`src/hw/rtl/cps_pkg.sv`:
```
// Shared constants, codes, types and functions of the column predicate scan.
// Used by every RTL module of the block; depends on nothing.
`default_nettype none

package cps_pkg;

   localparam int WORD_BITS   = 64;
   localparam int CODE_BITS   = 32;
   localparam int RESULT_BITS = 64;
   localparam int FIELD_BITS  = 32;
   localparam int FILL_BITS   = $clog2(WORD_BITS);
   localparam int WIDTH_BITS  = 6;
   localparam int CSR_BITS    = 3;
   localparam int CSR_DATA_BITS = 32;
   localparam int QUEUE_DEPTH = 4;
   localparam int QPTR_BITS   = $clog2(QUEUE_DEPTH);
   localparam int QCNT_BITS   = $clog2(QUEUE_DEPTH + 1);

   localparam logic [CSR_BITS-1:0] CSR_COMPARE_OP      = 3'd0;
   localparam logic [CSR_BITS-1:0] CSR_COMBINE_OP      = 3'd1;
   localparam logic [CSR_BITS-1:0] CSR_COMPARE_LITERAL = 3'd2;
   localparam logic [CSR_BITS-1:0] CSR_CODE_WIDTH      = 3'd3;
   localparam logic [CSR_BITS-1:0] CSR_COLUMN_MODE     = 3'd4;

   localparam logic [2:0] CMP_LT = 3'd0;
   localparam logic [2:0] CMP_GT = 3'd1;
   localparam logic [2:0] CMP_LE = 3'd2;
   localparam logic [2:0] CMP_GE = 3'd3;
   localparam logic [2:0] CMP_EQ = 3'd4;
   localparam logic [2:0] CMP_NE = 3'd5;

   localparam logic [1:0] COMB_SET = 2'd0;
   localparam logic [1:0] COMB_AND = 2'd1;
   localparam logic [1:0] COMB_OR  = 2'd2;

   typedef struct packed {
      logic hit;
      logic last;
   } item_type;

   function automatic logic [CODE_BITS-1:0] width_mask(input logic [WIDTH_BITS-1:0] w);
      width_mask = ~({CODE_BITS{1'b1}} << w);
   endfunction

endpackage

`default_nettype wire

```
`src/hw/rtl/cps_front.sv`:
```
// Front end: configuration registers, tuple acceptance and predicate evaluation.
// Depends on cps_pkg; feeds one classified bit per tuple into the queue.
`default_nettype none

module cps_front (
   input  wire logic                               clock,
   input  wire logic                               reset,
   input  wire logic                               csr_valid,
   input  wire logic [cps_pkg::CSR_BITS-1:0]       csr_index,
   input  wire logic [cps_pkg::CSR_DATA_BITS-1:0]  csr_wdata,
   input  wire logic                               req_valid,
   input  wire logic [cps_pkg::FIELD_BITS-1:0]     req_tuple_code,
   input  wire logic [cps_pkg::FIELD_BITS-1:0]     req_other_code,
   input  wire logic                               req_prior_bit,
   input  wire logic                               req_last_tuple,
   input  wire logic                               q_full,
   output logic                                    push,
   output cps_pkg::item_type                       push_item
);

   logic [2:0]                          compare_op_ff, compare_op_in;
   logic [1:0]                          combine_op_ff, combine_op_in;
   logic [cps_pkg::CODE_BITS-1:0]       literal_ff, literal_in;
   logic [cps_pkg::WIDTH_BITS-1:0]      code_width_ff, code_width_in;
   logic                                column_mode_ff, column_mode_in;
   logic [cps_pkg::CODE_BITS-1:0]       mask;
   logic [cps_pkg::CODE_BITS-1:0]       a_val;
   logic [cps_pkg::CODE_BITS-1:0]       b_val;
   logic                                cmp_bit;
   logic                                hit;

   always_comb begin
      compare_op_in  = compare_op_ff;
      combine_op_in  = combine_op_ff;
      literal_in     = literal_ff;
      code_width_in  = code_width_ff;
      column_mode_in = column_mode_ff;
      if (csr_valid) begin
         unique case (csr_index)
            cps_pkg::CSR_COMPARE_OP:      compare_op_in  = csr_wdata[2:0];
            cps_pkg::CSR_COMBINE_OP:      combine_op_in  = csr_wdata[1:0];
            cps_pkg::CSR_COMPARE_LITERAL: literal_in     = csr_wdata[cps_pkg::CODE_BITS-1:0];
            cps_pkg::CSR_CODE_WIDTH:      code_width_in  = csr_wdata[cps_pkg::WIDTH_BITS-1:0];
            cps_pkg::CSR_COLUMN_MODE:     column_mode_in = csr_wdata[0];
            default: ;
         endcase
      end
   end

   always_ff @(posedge clock) begin
      if (reset) begin
         compare_op_ff  <= cps_pkg::CMP_LT;
         combine_op_ff  <= cps_pkg::COMB_SET;
         literal_ff     <= '0;
         code_width_ff  <= cps_pkg::WIDTH_BITS'(cps_pkg::CODE_BITS);
         column_mode_ff <= 1'b0;
      end else begin
         compare_op_ff  <= compare_op_in;
         combine_op_ff  <= combine_op_in;
         literal_ff     <= literal_in;
         code_width_ff  <= code_width_in;
         column_mode_ff <= column_mode_in;
      end
   end

   always_comb begin
      mask  = cps_pkg::width_mask(code_width_ff);
      a_val = req_tuple_code[cps_pkg::CODE_BITS-1:0] & mask;
      b_val = column_mode_ff ? (req_other_code[cps_pkg::CODE_BITS-1:0] & mask)
                             : (literal_ff & mask);
      unique case (compare_op_ff)
         cps_pkg::CMP_LT: cmp_bit = (a_val <  b_val);
         cps_pkg::CMP_GT: cmp_bit = (a_val >  b_val);
         cps_pkg::CMP_LE: cmp_bit = (a_val <= b_val);
         cps_pkg::CMP_GE: cmp_bit = (a_val >= b_val);
         cps_pkg::CMP_EQ: cmp_bit = (a_val == b_val);
         cps_pkg::CMP_NE: cmp_bit = (a_val != b_val);
         default:         cmp_bit = 1'b0;
      endcase
      unique case (combine_op_ff)
         cps_pkg::COMB_AND: hit = cmp_bit & req_prior_bit;
         cps_pkg::COMB_OR:  hit = cmp_bit | req_prior_bit;
         default:           hit = cmp_bit;
      endcase
   end

   assign push           = req_valid && !q_full;
   assign push_item.hit  = hit;
   assign push_item.last = req_last_tuple;

endmodule

`default_nettype wire

```
`src/hw/rtl/cps_queue.sv`:
```
// Short queue of classified tuple bits between front and back end.
// Depends on cps_pkg for the item type and depth.
`default_nettype none

module cps_queue (
   input  wire logic                 clock,
   input  wire logic                 reset,
   input  wire logic                 push,
   input  cps_pkg::item_type         push_item,
   input  wire logic                 pop,
   output logic                      full,
   output logic                      head_valid,
   output cps_pkg::item_type         head_item
);

   cps_pkg::item_type                  slot_ff [cps_pkg::QUEUE_DEPTH];
   logic [cps_pkg::QPTR_BITS-1:0]      wr_ptr_ff, wr_ptr_in;
   logic [cps_pkg::QPTR_BITS-1:0]      rd_ptr_ff, rd_ptr_in;
   logic [cps_pkg::QCNT_BITS-1:0]      count_ff, count_in;

   assign full       = (count_ff == cps_pkg::QCNT_BITS'(cps_pkg::QUEUE_DEPTH));
   assign head_valid = (count_ff != '0);
   assign head_item  = slot_ff[rd_ptr_ff];

   always_comb begin
      wr_ptr_in = push ? wr_ptr_ff + 1'b1 : wr_ptr_ff;
      rd_ptr_in = pop  ? rd_ptr_ff + 1'b1 : rd_ptr_ff;
      count_in  = count_ff + cps_pkg::QCNT_BITS'(push) - cps_pkg::QCNT_BITS'(pop);
   end

   always_ff @(posedge clock) begin
      if (reset) begin
         wr_ptr_ff <= '0;
         rd_ptr_ff <= '0;
         count_ff  <= '0;
      end else begin
         wr_ptr_ff <= wr_ptr_in;
         rd_ptr_ff <= rd_ptr_in;
         count_ff  <= count_in;
      end
   end

   always_ff @(posedge clock) begin
      if (push) begin
         slot_ff[wr_ptr_ff] <= push_item;
      end
   end

endmodule

`default_nettype wire

```
`src/hw/rtl/cps_back.sv`:
```
// Back end: packs filter bits into words and holds the result register.
// Depends on cps_pkg; drains the queue one tuple per cycle unless a completed word is held by rsp_stall.
`default_nettype none

module cps_back (
   input  wire logic                              clock,
   input  wire logic                              reset,
   input  wire logic                              head_valid,
   input  cps_pkg::item_type                      head_item,
   output logic                                   pop,
   output logic                                   rsp_valid,
   input  wire logic                              rsp_stall,
   output logic [cps_pkg::RESULT_BITS-1:0]        rsp_result_word,
   output logic                                   rsp_last_word
);

   logic [cps_pkg::WORD_BITS-1:0]  pack_ff, pack_in;
   logic [cps_pkg::FILL_BITS-1:0]  fill_ff, fill_in;
   logic [cps_pkg::WORD_BITS-1:0]  word_ff, word_in;
   logic                           last_ff, last_in;
   logic                           valid_ff, valid_in;
   logic [cps_pkg::WORD_BITS-1:0]  merged;
   logic                           emit;
   logic                           out_free;

   always_comb begin
      merged   = pack_ff | (cps_pkg::WORD_BITS'(head_item.hit) << fill_ff);
      emit     = head_item.last ||
                 (fill_ff == cps_pkg::FILL_BITS'(cps_pkg::WORD_BITS - 1));
      out_free = !valid_ff || !rsp_stall;
      pop      = head_valid && (!emit || out_free);

      pack_in  = pack_ff;
      fill_in  = fill_ff;
      word_in  = word_ff;
      last_in  = last_ff;
      valid_in = out_free ? 1'b0 : valid_ff;
      if (pop) begin
         if (emit) begin
            word_in  = merged;
            last_in  = head_item.last;
            valid_in = 1'b1;
            pack_in  = '0;
            fill_in  = '0;
         end else begin
            pack_in  = merged;
            fill_in  = fill_ff + 1'b1;
         end
      end
   end

   always_ff @(posedge clock) begin
      if (reset) begin
         pack_ff  <= '0;
         fill_ff  <= '0;
         valid_ff <= 1'b0;
      end else begin
         pack_ff  <= pack_in;
         fill_ff  <= fill_in;
         valid_ff <= valid_in;
      end
   end

   always_ff @(posedge clock) begin
      word_ff <= word_in;
      last_ff <= last_in;
   end

   assign rsp_valid       = valid_ff;
   assign rsp_result_word = cps_pkg::RESULT_BITS'(word_ff);
   assign rsp_last_word   = last_ff;

endmodule

`default_nettype wire

```
`src/hw/rtl/column_predicate_scan_top.sv`:
```
// Top level of the column predicate scan: front end, queue and back end.
// Depends on cps_pkg, cps_front, cps_queue and cps_back.
//
// Accepts one tuple per clock and evaluates its predicate in the cycle it is
// accepted; the filter bit goes through a four-entry queue to the packer, and
// a result word is registered as the tuple that fills it (64th bit or
// last_tuple) leaves the queue. Sustained rate is one tuple per cycle, set
// by the front end's combinational compare and the one-pop-per-cycle packer;
// a stalled result register backs up the queue, and req_stall rises once its
// four entries are full. Configuration writes are taken every cycle (csr_ready
// is tied high) and must only be issued while no tuple is in flight.
`default_nettype none

module column_predicate_scan_top (
   input  wire logic                               clock,
   input  wire logic                               reset,
   input  wire logic                               csr_valid,
   output logic                                    csr_ready,
   input  wire logic [cps_pkg::CSR_BITS-1:0]       csr_index,
   input  wire logic [cps_pkg::CSR_DATA_BITS-1:0]  csr_wdata,
   input  wire logic                               req_valid,
   output logic                                    req_stall,
   input  wire logic [cps_pkg::FIELD_BITS-1:0]     req_tuple_code,
   input  wire logic [cps_pkg::FIELD_BITS-1:0]     req_other_code,
   input  wire logic                               req_prior_bit,
   input  wire logic                               req_last_tuple,
   output logic                                    rsp_valid,
   input  wire logic                               rsp_stall,
   output logic [cps_pkg::RESULT_BITS-1:0]         rsp_result_word,
   output logic                                    rsp_last_word
);

   logic               q_full;
   logic               push;
   cps_pkg::item_type  push_item;
   logic               pop;
   logic               head_valid;
   cps_pkg::item_type  head_item;

   assign csr_ready = 1'b1;
   assign req_stall = q_full;

   cps_front u_front (
      .clock          (clock),
      .reset          (reset),
      .csr_valid      (csr_valid),
      .csr_index      (csr_index),
      .csr_wdata      (csr_wdata),
      .req_valid      (req_valid),
      .req_tuple_code (req_tuple_code),
      .req_other_code (req_other_code),
      .req_prior_bit  (req_prior_bit),
      .req_last_tuple (req_last_tuple),
      .q_full         (q_full),
      .push           (push),
      .push_item      (push_item)
   );

   cps_queue u_queue (
      .clock      (clock),
      .reset      (reset),
      .push       (push),
      .push_item  (push_item),
      .pop        (pop),
      .full       (q_full),
      .head_valid (head_valid),
      .head_item  (head_item)
   );

   cps_back u_back (
      .clock           (clock),
      .reset           (reset),
      .head_valid      (head_valid),
      .head_item       (head_item),
      .pop             (pop),
      .rsp_valid       (rsp_valid),
      .rsp_stall       (rsp_stall),
      .rsp_result_word (rsp_result_word),
      .rsp_last_word   (rsp_last_word)
   );

endmodule

`default_nettype wire

```
`config.mk`:
```
export PLATFORM = sky130hd
export DESIGN_NAME = column_predicate_scan_top
export DESIGN_NICKNAME = d
export VERILOG_FILES = /design/src/hw/rtl/cps_pkg.sv /design/src/hw/rtl/cps_front.sv /design/src/hw/rtl/cps_queue.sv /design/src/hw/rtl/cps_back.sv /design/src/hw/rtl/column_predicate_scan_top.sv
export SDC_FILE = /design/constraint.sdc
export NUM_CORES = 1
export LEC_CHECK = 0
export BUFFER_PORTS_ARGS = -buffer_cell sky130_fd_sc_hd__buf_2
export CORE_ASPECT_RATIO = 2
export CORE_MARGIN = 10
export CORE_UTILIZATION = 60
export CTS_CLUSTER_DIAMETER = 120
export DETAILED_ROUTE_END_ITERATION = 12
export GPL_TIMING_DRIVEN = 0
export PLACE_DENSITY = 0.86
export SKIP_CTS_REPAIR_TIMING = 1
export SLEW_MARGIN = 30
export SYNTH_ARGS = -nofsm -noshare
export SYNTH_HDL_FRONTEND = slang
export SYNTH_SLANG_ARGS = --single-unit
```
`constraint.sdc`:
```
create_clock -name clock -period 10.4 [get_ports clock]
set_input_delay 1.04 -clock clock [delete_from_list [all_inputs] [get_ports clock]]
set_output_delay 1.04 -clock clock [all_outputs]
set_load 0.03 [all_outputs]
```
==> flow_summary.json, run 1 <==
{
  "async_flop_share": 0,
  "ys.flop_type": "dfxtp_1",
  "ys_ff_latch": 197,
  "min_from": "u_front.literal_ff[3]",
  "syn_area_mm2": 0.00899,
  "critPathMaxFanout": 10,
  "avgRoutedWirePerCell_um": 19.4,
  "critPathCaptureType": "register",
  "arrival_ps": 4620,
  "relSlewSlack": 0.392,
  "fillerInstances": 1084,
  "pwr-share-clk": 0.271,
  "yosysMostFrequentCell": "dfxtp_1",
  "setup_slack_ps": 5930,
  "max-cap-violations": 0,
  "die-width_um": 107,
  "final_nets": 1265,
  "rows": 63,
  "regArea_mm2": 0.00467,
  "synth-edff-count": 73,
  "intPower_mw": 1.55,
  "finalWeightedCongestion": 0.963,
  "grt_pass1_wl_mm": 40.0,
  "synth.distinct_cells": 51,
  "viasPerCell": 5.72,
  "start_util": 0.610,
  "synth_top_cell_by_area": "dfxtp_1",
  "period_share": 0.429,
  "grt-ovfl-total": 0,
  "setup_violations": 0,
  "hold_viol": 0,
  "cts_tree": "yes",
  "synth-seq-area-share": 0.520,
  "synthToLayoutAreaGrowth_pct": 19.9,
  "first_pass_iters": 5,
  "numCtsBuffers": 17,
  "fmax_mhz": 224,
  "post-dp-hpwl_mm": 20.1,
  "numPortBuffers": 172,
  "seqPwrFrac": 0.419,
  "root_buffer": "clkbuf_16",
  "rsz0062_at_grt": "no",
  "clock_path_buffers": 2,
  "antenna_cells": 0,
  "tightest_slew_ps": 912,
  "finalSetupTns_ps": 0,
  "synth_nets": 1071,
  "drc_errors": 0,
  "worstSetupPathType": "register to register",
  "antenna_left": 0,
  "synth_area_per_cell_um2": 9.74,
  "core-area_mm2": 0.0147,
  "timing.hold.ws_ps": 456,
  "crit_required_ps": 10550,
  "layout-drive-gt1-share": 0.237,
  "min_period_ps": 4470,
  "grt_max_degree": 29,
  "swShare": 0.357,
  "drt_iter0_drc": 297,
  "die_y_um": 193,
  "clkTransAtPathRegs_ps": 70,
  "regToRegStartpoint": "u_front.column_mode_ff",
  "r2r_end": "u_queue.slot_ff[2][1]",
  "multiInputGateArea_mm2": 0.00404,
  "yosys.area.top_type_share": 0.276,
  "grt_usage": 0.250,
  "slew_violations": 0,
  "vdd_drop_max_v": 0.000158,
  "share_comb_of_total_power": 0.311,
  "hp-class": "register to register",
  "drt_wl_total_mm": 25.7,
  "insertion_delay_ps": 440,
  "holdPathEnd": "u_front.literal_ff[3]",
  "first_global_vias": 8015,
  "ios": 174,
  "r2r_cells": 11,
  "synthCells": 923,
  "die_area_mm2": 0.0206,
  "synth_common_cells": "124 x dfxtp_1, 123 x a21oi_1, 114 x nand2_1",
  "holdPathStages": 2,
  "yosys_warnings": 0,
  "vias": 7573,
  "synth_area_leaders": "dfxtp_1 28%, edfxtp_1 24%, a21oi_1 6.9%",
  "skew_ps": 16.2,
  "antenna_found_initial": 0,
  "cts_sinks": 197,
  "p_leak_nw": 4.60,
  "status": "finished, final reports clean",
  "startpoint_type": "register",
  "p_per_area_mw_per_mm2": 223,
  "ff2ff_setup_slack_ps": 5930,
  "htree_levels": 4,
  "place_ws_ps": 6010,
  "switching_power_mw": 0.857
}
==> stage by stage <==
stage	instance area, um2	utilization	power (mW)	cells
final	10800	0.731	2.40	1325
after global routing	10800	0.731	2.51	1325
after floorplan	8990	-	1.52	923
after global placement	10100	0.685	1.72	1290
after detailed placement	10200	0.690	1.77	1293
after CTS	10800	0.729	2.41	1325
==> critical path, cell delays in order, from the launching register on <==
cell,delay [ps]
dfxtp_1,310
clkbuf_1,300
buf_1,730
mux2i_1,270
or2_2,330
ha_1,270
nand4_1,150
nor4_1,580
nand3_1,300
xor2_1,220
o211a_1,210
a311oi_1,510
==> registers in the layout, summed over array words and instances, names as in the netlist, 2 cells and up, named ones only <==
name,cells
u_back.rsp_result_word,64
u_queue.rd_ptr_ff,2
u_queue.slot_ff,8
u_front.combine_op_ff,2
u_front.literal_ff,32
u_queue.count_ff,3
u_back.pack_ff,64
u_back.fill_ff,6
u_front.compare_op_ff,3
u_front.code_width_ff,6
u_queue.wr_ptr_ff,2
==> cell type report <==
| type | count | area share |
|---|---|---|
| buffer | 56 | 0.0236 |
| inverter | 13 | 0.00453 |
| clock buffer | 19 | 0.0402 |
| tap | 195 | 0.0226 |
| clock inverter | 13 | 0.0141 |
| timing repair buffer | 175 | 0.0864 |
| sequential | 197 | 0.434 |
| multi-input combinational | 657 | 0.375 |
==> worst max path at each step <==
stage	from	end	depth (start not counted)
2_1_floorplan	rsp_stall	u_back.fill_ff[2]	7
3_3_place_gp	rsp_stall	u_back.fill_ff[5]	8
3_5_place_dp	u_front.column_mode_ff	u_queue.slot_ff[1][1]	11
4_1_cts	u_front.column_mode_ff	u_queue.slot_ff[2][1]	11
5_1_grt	u_front.column_mode_ff	u_queue.slot_ff[2][1]	11
6_report	u_front.column_mode_ff	u_queue.slot_ff[2][1]	11
==> power groups by stage <==
stage | clock network (mW) | registers, mW | logic, mW
2_1_floorplan | 0 | 1.24 | 0.278
3_3_place_gp | 0 | 1.04 | 0.686
3_5_place_dp | 0 | 1.02 | 0.744
4_1_cts | 0.654 | 1.01 | 0.752
5_1_grt | 0.690 | 1.02 | 0.800
6_report | 0.650 | 1.01 | 0.747
==> cells by family after synthesis <==
group	synth area share
AOI/OAI and AO/OA	0.154
and+or+nand+nor	0.168
other	0.000417
xor gates and xnor gates	0.00780
muxes	0.0557
adders and majority gates	0.0593
buffers and inverters	0.0337
DFF	0.520
==> placed cells by master (no fill, tap or decap), types with 4 or more instances in the layout <==
| cell type | netlist | routed |
|---|---|---|
| or3_1 | 5 | 5 |
| or2_2 | 12 | 12 |
| nand2_1 | 114 | 114 |
| dfxtp_1 | 124 | 124 |
| xnor2_1 | 4 | 4 |
| o21bai_1 | 24 | 24 |
| a21o_1 | 44 | 44 |
| mux2_2 | 20 | 20 |
| edfxtp_1 | 73 | 73 |
| nor2b_1 | 17 | 16 |
| buf_4 | 5 | 5 |
| buf_2 | 14 | 186 |
| and2_1 | 28 | 28 |
| nand4_1 | 6 | 6 |
| buf_1 | 4 | 4 |
| mux2i_1 | 23 | 23 |
| nand3_1 | 13 | 13 |
| ha_1 | 41 | 41 |
| clkbuf_1 | 32 | 34 |
| nor2_1 | 105 | 105 |
| nand2b_1 | 5 | 5 |
| xor2_1 | 4 | 4 |
| clkinv_4 | 0 | 6 |
| a31oi_1 | 5 | 5 |
| clkbuf_16 | 0 | 17 |
| nor3b_1 | 7 | 4 |
| o21ai_0 | 17 | 17 |
| inv_1 | 12 | 12 |
| nor3_1 | 8 | 7 |
| a21oi_1 | 123 | 123 |
| o211ai_1 | 4 | 4 |
==> routing by layer <==
metal | global-route usage | wire length, um | vias to the layer above | part of all wire
met5 | 0 | 0 | - | 0
met4 | 0.183 | 1760 | 0 | 0.068
met3 | 0.0606 | 1700 | 98 | 0.066
met2 | 0.492 | 14400 | 355 | 0.56
met1 | 0.205 | 7820 | 3526 | 0.30
li1 | - | - | 3594 | -
No activity file was read; power rests on OpenSTA's default activity.
==> inputs of run 2 (changes only) <==
- CORE_UTILIZATION: 60 -> 55
- PLACE_DENSITY: 0.86 -> 0.79
- clock period: 10.4 -> 4.6 ns (I/O delays scaled with it)
==> flow_summary.json, run 2 (synthesis gave the netlist of run 1 again) <==
{
  "insertion_delay_ps": 430,
  "antenna_cells": 0,
  "clock_path_buffers": 2,
  "numCtsBuffers": 17,
  "regToRegStartpoint": "u_front.column_mode_ff",
  "slew_violations": 0,
  "antenna_found_initial": 0,
  "die_area_mm2": 0.0222,
  "start_util": 0.555,
  "drc_errors": 0,
  "p_leak_nw": 4.59,
  "first_global_vias": 7566,
  "startpoint_type": "register",
  "r2r_cells": 11,
  "hold_viol": 0,
  "layout-drive-gt1-share": 0.236,
  "hp-class": "input port to register",
  "grt_pass1_wl_mm": 39.1,
  "fmax_mhz": 229,
  "drt_wl_total_mm": 25.4,
  "finalWeightedCongestion": 0.944,
  "vdd_drop_max_v": 0.000316,
  "avgRoutedWirePerCell_um": 19.1,
  "core-area_mm2": 0.0162,
  "critPathCaptureType": "register",
  "ff2ff_setup_slack_ps": 230,
  "top_layer": "met4",
  "htree_levels": 4,
  "max-cap-violations": 0,
  "rows": 66,
  "fillerInstances": 1331,
  "clkTransAtPathRegs_ps": 80,
  "wl_met2_mm": 14.8,
  "relSlewSlack": 0.328,
  "grt-ovfl-total": 0,
  "period_share": 0.950,
  "post-dp-hpwl_mm": 20.1,
  "holdPathEnd": "u_queue.slot_ff[2][0]",
  "r2r_end": "u_queue.slot_ff[1][1]",
  "tightest_slew_ps": 1010,
  "synthToLayoutAreaGrowth_pct": 19.7,
  "critPathMaxFanout": 10,
  "route.met3.wl_mm": 1.41,
  "vias": 7396,
  "final_util": 0.665,
  "first_pass_iters": 7,
  "die-width_um": 110,
  "p_per_area_mw_per_mm2": 502,
  "final_nets": 1264,
  "numPortBuffers": 172,
  "setup_violations": 0,
  "drt_iter0_drc": 337,
  "rsz0062_at_grt": "no",
  "layout_commonest_cell": "buf_2",
  "worstSetupPathType": "register to register",
  "grt_usage": 0.231,
  "min_from": "req_last_tuple",
  "cts_tree": "yes",
  "fin_cells": 1333,
  "finalPower_mw": 5.39,
  "cts_sinks": 197,
  "antenna_left": 0,
  "status": "finished, final reports clean",
  "die_y_um": 201,
  "dp.cells": 1301,
  "crit_required_ps": 4780,
  "skew_ps": 9.81,
  "grt_max_degree": 28,
  "viasPerCell": 5.55,
  "final_cell_mix": "186 x buf_2, 124 x dfxtp_1, 123 x a21oi_1, 114 x nand2_1, 105 x nor2_1",
  "finalSetupTns_ps": 0,
  "min_period_ps": 4370,
  "root_buffer": "clkbuf_16",
  "ios": 174,
  "arrival_ps": 4550,
  "holdPathStages": 1,
  "m1WireLength_mm": 7.96
}
-- run 2: area by class of cell --
type | instances | area [um2] | share of cell area
Multi-Input combinational cell | 657 | 4030 | 0.375
Inverter | 13 | 48.8 | 0.00454
Clock inverter | 14 | 146 | 0.0136
Sequential cell | 197 | 4670 | 0.435
Buffer | 56 | 254 | 0.0236
Tap cell | 204 | 255 | 0.0237
Timing Repair Buffer | 174 | 916 | 0.0852
Clock buffer | 18 | 429 | 0.0399
-- run 2: worst max-delay path: stages (launching register included) --
cell	delay [ps]
dfxtp_1	310
clkbuf_1	290
buf_1	730
mux2i_1	230
or2_2	320
ha_1	300
nand4_1	160
nor4_1	620
nand3_1	270
xor2_1	220
o211a_1	210
a311oi_1	430
-- run 2: metrics by stage --
stage / area [um2] / worst slack (ps) / hold slack (ps)
final: 10800 / 232 / 252
after global routing: 10800 / 28.7 / 235
after CTS: 10800 / 206 / 228
after detailed placement: 10200 / 257 / 445
after global placement: 10100 / 157 / 439
after floorplan: 8990 / 1010 / 431
-- run 2: routing by layer --
layer	global-route usage	vias to the layer above
met5	0	-
met4	0.119	0
met3	0.0518	66
met2	0.453	272
met1	0.198	3465
li1	-	3593
-- run 2: worst max-delay path by stage --
stage | end | slack (ps) | cells after the start | startpoint
after floorplan | u_back.fill_ff[2] | 1010 | 10 | u_back.fill_ff[4]
after global placement | u_back.pack_ff[60] | 160 | 10 | u_back.fill_ff[4]
after detailed placement | u_queue.slot_ff[0][1] | 260 | 11 | u_front.column_mode_ff
after CTS | u_queue.slot_ff[1][1] | 210 | 11 | u_front.column_mode_ff
after global routing | u_queue.slot_ff[1][1] | 30 | 11 | u_front.column_mode_ff
final | u_queue.slot_ff[1][1] | 230 | 11 | u_front.column_mode_ff
-- run 2: power breakdown --
group / switching, mW / internal (mW) / total (mW)
Sequential: 0.0941 / 2.18 / 2.27
Combinational: 1.18 / 0.494 / 1.67
Clock: 0.685 / 0.764 / 1.45
